`src/hw/rtl/ertk_pkg.sv`:
```
`timescale 1ns / 1ps
// shared types, status codes and constants of the echo request tracker
// no dependencies; imported by the slot table, round trip unit, top level and checker

package ertk_pkg;

  // slot table depth
  localparam int unsigned SLOTS_DEF = 128;

  // apb register port
  localparam int unsigned APB_AW = 3;
  localparam int unsigned APB_DW = 32;
  localparam logic [APB_AW-3:0] REG_OWN_ID = '0;

  // result status codes
  localparam logic [2:0] ST_SENT      = 3'd0;
  localparam logic [2:0] ST_UNTRACKED = 3'd1;
  localparam logic [2:0] ST_MATCHED   = 3'd2;
  localparam logic [2:0] ST_SHORT     = 3'd3;
  localparam logic [2:0] ST_FOREIGN   = 3'd4;
  localparam logic [2:0] ST_UNKNOWN   = 3'd5;

  // reply checks: payload (length minus header) of at least 8 bytes
  localparam logic [15:0] MIN_RX_LEN     = 16'd12;
  localparam logic [15:0] RX_HDR_LEN     = 16'd4;
  localparam logic [7:0]  MSG_ECHO_REPLY = 8'd0;

  // round trip arithmetic
  localparam int unsigned USEC_W    = 20;
  localparam int unsigned DSEC_W    = 34;  // signed seconds difference with borrow
  localparam int unsigned PROD_W    = 45;  // signed milliseconds before saturation
  localparam logic [USEC_W:0] US_PER_S = 21'd1000000;
  // x / 1000 = (x * 536871) >> 29, exact for every x below 2^20
  localparam int unsigned RECIP_W     = 20;
  localparam int unsigned MS_RECIP_SH = 29;
  localparam logic [RECIP_W-1:0] MS_RECIP = 20'd536871;
  // x * 1000 = (x << 10) - (x << 4) - (x << 3)
  localparam int unsigned MS_SH_A = 10;
  localparam int unsigned MS_SH_B = 4;
  localparam int unsigned MS_SH_C = 3;

  typedef struct packed {
    logic        mode;
    logic [7:0]  msg_type;
    logic [15:0] msg_id;
    logic [15:0] seq;
    logic [15:0] received_length;
    logic [31:0] now_sec;
    logic [USEC_W-1:0] now_usec;
  } req_t;

  typedef struct packed {
    logic [2:0]  status;
    logic [15:0] sent_seq;
    logic [31:0] rtt_ms;
    logic [15:0] byte_count;
    logic [31:0] sent_total;
    logic [31:0] matched_total;
  } rsp_t;

  typedef struct packed {
    logic [15:0]       seq;
    logic [31:0]       start_sec;
    logic [USEC_W-1:0] start_usec;
  } slot_ent_t;

endpackage

```
`src/hw/rtl/ertk_rtt_unit.sv`:
```
`timescale 1ns / 1ps
// round trip unit: time difference, x1000 by shift-add, /1000 by reciprocal multiply
// depends on ertk_pkg

module ertk_rtt_unit import ertk_pkg::*; (
  input  logic              clk_i,
  input  logic              rst_ni,
  input  logic              start_i,
  input  logic [31:0]       now_sec_i,
  input  logic [USEC_W-1:0] now_usec_i,
  input  logic [31:0]       st_sec_i,
  input  logic [USEC_W-1:0] st_usec_i,
  output logic              done_o,
  output logic [31:0]       rtt_ms_o
);

  localparam logic [1:0] R_IDLE = 2'd0;
  localparam logic [1:0] R_MUL  = 2'd1;
  localparam logic [1:0] R_DIV  = 2'd2;
  localparam logic [1:0] R_SUM  = 2'd3;

  logic [1:0]           st_q, st_d;
  logic [DSEC_W-1:0]    dsec_q, dsec_d;
  logic [USEC_W:0]      dusec_q, dusec_d;
  logic [PROD_W-1:0]    prod_q, prod_d;
  logic [USEC_W-1:0]    mag_q, mag_d;
  logic                 neg_q, neg_d;
  logic [31:0]          rtt_q, rtt_d;
  logic                 done_q, done_d;

  logic [USEC_W:0]           dusec_raw, dusec_neg;
  logic                      borrow;
  logic [PROD_W-1:0]         dsec_ext, quo_ext, quo_sgn, ms;
  logic [USEC_W+RECIP_W-1:0] quo_full;

  always_comb begin
    dusec_raw = {1'b0, now_usec_i} - {1'b0, st_usec_i};
    borrow    = dusec_raw[USEC_W];
    dusec_neg = ~dusec_q + (USEC_W+1)'(1);
    dsec_ext  = {{(PROD_W-DSEC_W){dsec_q[DSEC_W-1]}}, dsec_q};
    quo_full  = {{RECIP_W{1'b0}}, mag_q} * {{USEC_W{1'b0}}, MS_RECIP};
    quo_ext   = {{(PROD_W-USEC_W){1'b0}}, mag_q};
    quo_sgn   = neg_q ? (~quo_ext + PROD_W'(1)) : quo_ext;
    ms        = prod_q + quo_sgn;

    st_d    = st_q;
    dsec_d  = dsec_q;
    dusec_d = dusec_q;
    prod_d  = prod_q;
    mag_d   = mag_q;
    neg_d   = neg_q;
    rtt_d   = rtt_q;
    done_d  = 1'b0;

    case (st_q)
      R_IDLE: begin
        if (start_i) begin
          // borrow a second when the microsecond part goes negative
          dsec_d  = {2'b00, now_sec_i} - {2'b00, st_sec_i} - {{(DSEC_W-1){1'b0}}, borrow};
          dusec_d = borrow ? (dusec_raw + US_PER_S) : dusec_raw;
          st_d    = R_MUL;
        end
      end
      R_MUL: begin
        prod_d = (dsec_ext << MS_SH_A) - (dsec_ext << MS_SH_B) - (dsec_ext << MS_SH_C);
        neg_d  = dusec_q[USEC_W];
        mag_d  = dusec_q[USEC_W] ? dusec_neg[USEC_W-1:0] : dusec_q[USEC_W-1:0];
        st_d   = R_DIV;
      end
      R_DIV: begin
        // magnitude divided by 1000, sign applied in the sum
        mag_d = USEC_W'(quo_full >> MS_RECIP_SH);
        st_d  = R_SUM;
      end
      R_SUM: begin
        if (ms[PROD_W-1]) begin
          rtt_d = '0;
        end else if (|ms[PROD_W-2:32]) begin
          rtt_d = '1;
        end else begin
          rtt_d = ms[31:0];
        end
        done_d = 1'b1;
        st_d   = R_IDLE;
      end
      default: begin
        st_d = R_IDLE;
      end
    endcase
  end

  always_ff @(posedge clk_i or negedge rst_ni) begin
    if (!rst_ni) begin
      st_q   <= R_IDLE;
      done_q <= 1'b0;
    end else begin
      st_q   <= st_d;
      done_q <= done_d;
    end
  end

  always_ff @(posedge clk_i) begin
    dsec_q  <= dsec_d;
    dusec_q <= dusec_d;
    prod_q  <= prod_d;
    mag_q   <= mag_d;
    neg_q   <= neg_d;
    rtt_q   <= rtt_d;
  end

  assign done_o   = done_q;
  assign rtt_ms_o = rtt_q;

endmodule

```
`config.mk`:
```
export PLATFORM = sky130hd
export DESIGN_NAME = ertk_rtt_unit
export DESIGN_NICKNAME = d
export VERILOG_FILES = /design/src/hw/rtl/ertk_pkg.sv /design/src/hw/rtl/ertk_rtt_unit.sv
export SDC_FILE = /design/constraint.sdc
export NUM_CORES = 1
export LEC_CHECK = 0
export ABC_CLOCK_PERIOD_IN_PS = 5610
export BUFFER_PORTS_ARGS = -buffer_cell sky130_fd_sc_hd__buf_2
export CAP_MARGIN = 20
export CORE_ASPECT_RATIO = 0.9
export CORE_MARGIN = 2
export CORE_UTILIZATION = 57
export DETAILED_ROUTE_END_ITERATION = 12
export PLACE_DENSITY = 0.82
export SETUP_SLACK_MARGIN = 0.02
export SLEW_MARGIN = 10
export SYNTH_ARGS = -nofsm -noshare
export SYNTH_HDL_FRONTEND = slang
export SYNTH_SLANG_ARGS = --single-unit
```
`constraint.sdc`:
```
create_clock -name clk_i -period 5.61 [get_ports clk_i]
set_input_delay 0.561 -clock clk_i [delete_from_list [all_inputs] [get_ports clk_i]]
set_output_delay 0.561 -clock clk_i [all_outputs]
set_load 0.02 [all_outputs]
```
Word level (Yosys, flattened, before mapping)

Index checks and enable logic that the tools add are counted.

Bits in registers: 156
Latch bits: 0
Bits in writable memories: 0
Memory bits (read-only): 0
Word-level logic and storage cells: 37
Memories: 0

Add/subtract/negate cells: 9
$mul: 1
Divide/modulo/power cells: 0
$lt $le $gt $ge: 0
Eq/ne operators: 4
Shift-type cells: 0
Mux-type cells: 8
Bitwise gates (word level): 2
Reduce and logical (&&, ||, !) cells: 4

Operators by type and width:

| cell                     | number |
|---|---|
| $add A45 B1 Y45 const B  | 1 |
| $add A45 B45 Y45         | 1 |
| $mux W45                 | 1 |
| $not A20 Y45             | 1 |
| $sub A44 B38 Y45         | 1 |
| $sub A45 B45 Y45         | 1 |
| $mul A20 B20 Y40 const B | 1 |
| $mux W20                 | 2 |
| $pmux W20 S2             | 1 |
| $sub A33 B2 Y34          | 1 |
| $sub A32 B32 Y33         | 1 |
| $mux W32                 | 1 |
| $add A21 B20 Y21 const B | 1 |
| $sub A20 B20 Y21         | 1 |
| $add A20 B1 Y20 const B  | 1 |
| $not A20 Y20             | 1 |
| $reduce_or A12 Y1        | 1 |
| $pmux W2 S4              | 1 |
| $eq A2 B2 Y1 const B     | 2 |
| $eq A2 B1 Y1 const B     | 1 |
| $logic_not A2 Y1         | 1 |
| $mux W2                  | 1 |
| $ne A2 B2 Y1 const B     | 1 |
| $reduce_and A2 Y1        | 1 |
| 2 further kinds          | 2 |

Depth between registers and ports, before layout

Depth in word-level cells: 6
Depth in mapped cells: 24
Gate-level depth less buffers: 24

Worst setup path before layout

Ideal clock, no wire load.

Kind: flip-flop to flip-flop
Start point: register mag_q[2]
End point: register mag_q[9] (data pin)
Library setup time: 271 ps
Data arrival time: 5,598 ps
Setup slack: -259 ps
Cell stages (with the launch flop): 25
Path buffers: 0
Cell sequence: edfxtp_1 inv_1 ha_1 ha_1 inv_1 fa_1 fa_1 inv_1 fa_1 inv_1 fa_1 fa_1 inv_1 ha_1 a21oi_1 o21ai_0 a21o_1 a21o_1 a32oi_1 nand3_1 a221oi_1 a21oi_1 a21o_1 xnor2_1 a21oi_1

Cells in the longest elaborated chain, start to end: 2

RTL lines:

| element                | RTL line             | text |
|---|---|---|
| start, declared        | ertk_rtt_unit.sv:26  | `logic [USEC_W-1:0] mag_q, mag_d;` |
| start signal, assigned | ertk_rtt_unit.sv:106 | `mag_q <= mag_d;` |
| $mul A20 B20 Y40       | ertk_rtt_unit.sv:41  | `quo_full = {{RECIP_W{1'b0}}, mag_q} * {{USEC_W{1'b0}}, MS_RECIP};` |
| $pmux W20 S2           | ertk_rtt_unit.sv:55  | `case (st_q)` |
| net mag_d[9]           | ertk_rtt_unit.sv:26  |  |

The timed path passes the listed nets, and every way through them passes these cells.
A chain may end at the register's enable or synchronous reset.

Final worst setup path

Start point: register mag_q[10]
End point: register mag_q[9] (data pin)

Same word-level chain as after synthesis.

==> results.txt <==
----------------------------------------------------
[Status]
  Status ... finished with violations
  Failing checks ... setup timing

[Synthesis]
  FF+latch count, synth ... 153
  Synthesis Warnings ... 0
  Mean cell area of the mapped netlist ... 9.06 sq um
  Netlist area before placement ... between 20000 and 25000 sq um
  Sequential element share of the synthesized area ... 0.226
  Fraction of post-synthesis cell area in the top cell type by area ... 0.222
  Proportion of register bits with asynchronous set or reset after synthesis ... 0.0196
  Count of cell types in the netlist ... 72
  Cells after Synth ... about 2.2k
  Top cells by area, synth ... edfxtp_1 (22%), ha_1 (21%), fa_1 (11%)
  Top_reg_cell synth ... edfxtp_1
  Post-synth top area cell ... edfxtp_1
  Most frequent cells after synthesis ... ha_1 (338), inv_1 (328), a21oi_1 (192)
  Net count after synthesis ... approximately 2.8k
  Top-count cell post-synth ... ha_1
  Number of flops mapped to enable cells by yosys ... 150

[Route]
  DRC marker count from the first detailed-route iteration ... around 1.4k
  Count of antenna-violating nets left after detailed routing ... 0
  Iteration count of the initial detailed-routing pass ... 5
  Remaining DRCs ... 0
  Total wire length ... 51200 microns
  Via count of the routed design ... approximately 17k
  Via-per-instance ratio ... about 5.7
  Drt wl/cell ... 17.2 microns

[Global route]
  Wire length of the first global-routing pass ... 82000 microns
  Total track usage ... 0.275
  Total grt overflow ... 0
  Pin count of the biggest net entering global routing ... 56
  Via count of the first global-routing pass ... 16.5k
  Initial antenna violation count ... 2

[Floorplanning]
  Initial core utilization ... 0.579
  Vert. Die Dim ... 183 microns
  Area enclosed by the die boundary ... ~37000 sq um
  Core area ... 35100 sq um
  Row cnt ... 65
  Die extent in x ... a little over 200 microns
  Total I/O pin count ... 140

[STA]
  Final number of max-transition violations ... 0
  Worst clock skew on the final layout ... roughly 0.015 ns
  Timing-limited maximum frequency ... 0.171 GHz
  Max-slew headroom at the worst pin ... 0.330
  Post-route fraction of the period consumed by the critical path ... 1.04
  Minimum clock period ... 5.84 ns
  Worst Tran Pin Value ... approximately 1 ns
  Unrepaired setup endpoints after global routing ... true
  Setup violations, final ... 10
  Final worst slack ... -0.225 ns
  Final Hold Violating Endpoints ... 0

[Critical path]
  Cell family with most CP delay ... adder cells
  End point of the critical path ... mag_q[9]$_DFFE_PP_
  Standard cell with the maximum stage delay on the critical path ... fa_1
  Crit Reg-Reg Endpoint ... mag_q[9]$_DFFE_PP_
  Critical path data required time ... 5.78 ns
  CP most frequent cell ... fa_1
  Critical Path Source Type ... flop
  Largest stage delay on the critical path ... 0.51 ns
  Worst Path Arrival ... 6.00 ns
  Critical path start-end classification ... flop to flop
  Path depth of the worst reg2reg path ... 23
  Number of cells on the critical path ... 23
  Startpoint of the most critical setup path ... mag_q[10]$_DFFE_PP_
  Endpoint class of the critical path ... flop
  Worst path bufs/invs ... 5
  Critical R2R Launch ... mag_q[10]$_DFFE_PP_
  R2R setup slack ... -0.23 ns
  Critical path cell sequence ... buf_4 > ha_4 > inv_2 > fa_2 > fa_1 > inv_1 > fa_1 > inv_2 > fa_1 > fa_1 > inv_2 > ha_4 > a21oi_2 > o21ai_2 > a21o_1 > a21o_1 > a32oi_2 > nand3_4 > a221oi_4 > a21oi_2 > a21o_1 > xnor2_1 > a21oi_1
  Maximum fanout encountered on the critical timing path ... 4

[Job]
  Max-cap violations ... 0

[Clocking]
  Sink Count ... 153
  H-Tree Level Count ... 4
  Clock Path Buffers ... 2
  Buffer type at the clock tree root ... clkbuf_16
  CTS clk-pin slew, worst paths ... 0.07 ns
  Clock buffer count from CTS ... 17
  CTS tree ... done
  Latest clock arrival within the worst-skew pair ... 0.44 ns

[Placed design]
  Total instance count after detailed placement ... 2921
  Total of buffers placed on input and output ports ... 139
  Placer congestion estimate ... 0.971
  Detailed-placement wirelength estimate ... 42000 microns

[Finish]
  Final core area utilization ... 0.679
  Non-filler instance count after layout ... 2976
  Net total in the final layout ... 3052
  Area grow syn2layout ... 17.3%
  Fraction of final layout cells sized beyond drive strength 1 ... 0.178

[Worst hold path]
  Hold Path Depth ... 3
  Tightest Hold Check Type ... input pin to flop

----------------------------------------------------
## flip-flops by register name (all words and copies together) (netlist names)
signal and cells:
rtt_ms_o 32, prod_q 42, done_o 1, mag_q 20, dusec_q 21, dsec_q 34
st_q 2, neg_q 1
## per-stage QoR
step	instance area (sq um)	setup TNS (ns)	hold slack, ns	worst slack [ns]
after CTS	23400	-0.577	0.443	-0.169
after global placement	22400	-1.93	0.379	-0.274
after detailed placement	22400	-3.02	0.386	-0.368
final	23800	-1.24	0.467	-0.225
after floorplan	20400	0	0.265	0.0210
after global routing	23800	-3.46	0.481	-0.387
## layer usage
metal / up-vias / global-route usage / part of all wire
met5: - / 0 / 0
met3: 104 / 0.0284 / 0.055
met2: 602 / 0.433 / 0.44
li1: 8361 / - / -
met4: 0 / 0.0718 / 0.024
met1: 7999 / 0.406 / 0.48
## layout make-up
type                       instances  area, sq um
antenna                            2         5.00
clock buffer                      18          429
clock inverter                    14          195
fill                            2742        11200
inverter                         329         1230
multi-input combinational       1709        14900
sequential                       153         4580
tap                              469          587
timing repair buffer             282         1840
## what timing repair did
| action | CTS | global route |
|---|---|---|
| endpoints found under the hold margin | 3 | 0 |
| gates resized for setup | 44 | 73 |
| hold buffers | 1 | 0 |
| endpoints found under the setup margin | 11 | 43 |
| pin swaps | 29 | 38 |
| setup buffers | 13 | 8 |
## cell families after synthesis
logic type / count (synthesis) / share of synthesized area
AOI/OAI and AO/OA: 553 / 0.173
buffers and inverters: 378 / 0.0702
adders and majority gates: 453 / 0.322
DFF: 153 / 0.226
muxes: 8 / 0.00407
and+or+nand+nor: 498 / 0.120
xor gates and xnor gates: 197 / 0.0850
## worst min-delay path, delay by kind of cell
kind	cells	cell delay [ns]
AND/OR/NAND/NOR	1	0.06
buffers and inverters	1	0.09
AO/OA/AOI/OAI	1	0.15
## cells in the final DEF (no fill, tap or decap), types with 33 or more instances in the layout
cell type,count
a21o_1,79
o21ai_0,76
fa_1,106
xnor2_1,114
xor2_1,81
nor2_1,126
nand2_1,144
a21oi_1,179
buf_2,139
ha_4,33
nor3_1,36
buf_4,132
ha_1,296
edfxtp_1,150
inv_1,306
## how the worst min path moves through the flow
stage                                to  slack, ns     from
floorplan              done_o$_DFF_PN0_       0.27   rst_ni
global placement       done_o$_DFF_PN0_       0.38   rst_ni
detailed placement     done_o$_DFF_PN0_       0.39   rst_ni
CTS                 st_q[0]$_DFFE_PN0P_       0.44  start_i
global route        st_q[0]$_DFFE_PN0P_       0.48  start_i
finish              st_q[0]$_DFFE_PN0P_       0.47  start_i
Power is left out: the tool's default activity adds up to more than one toggle a clock period on the data nets, which glitch-free logic cannot reach.
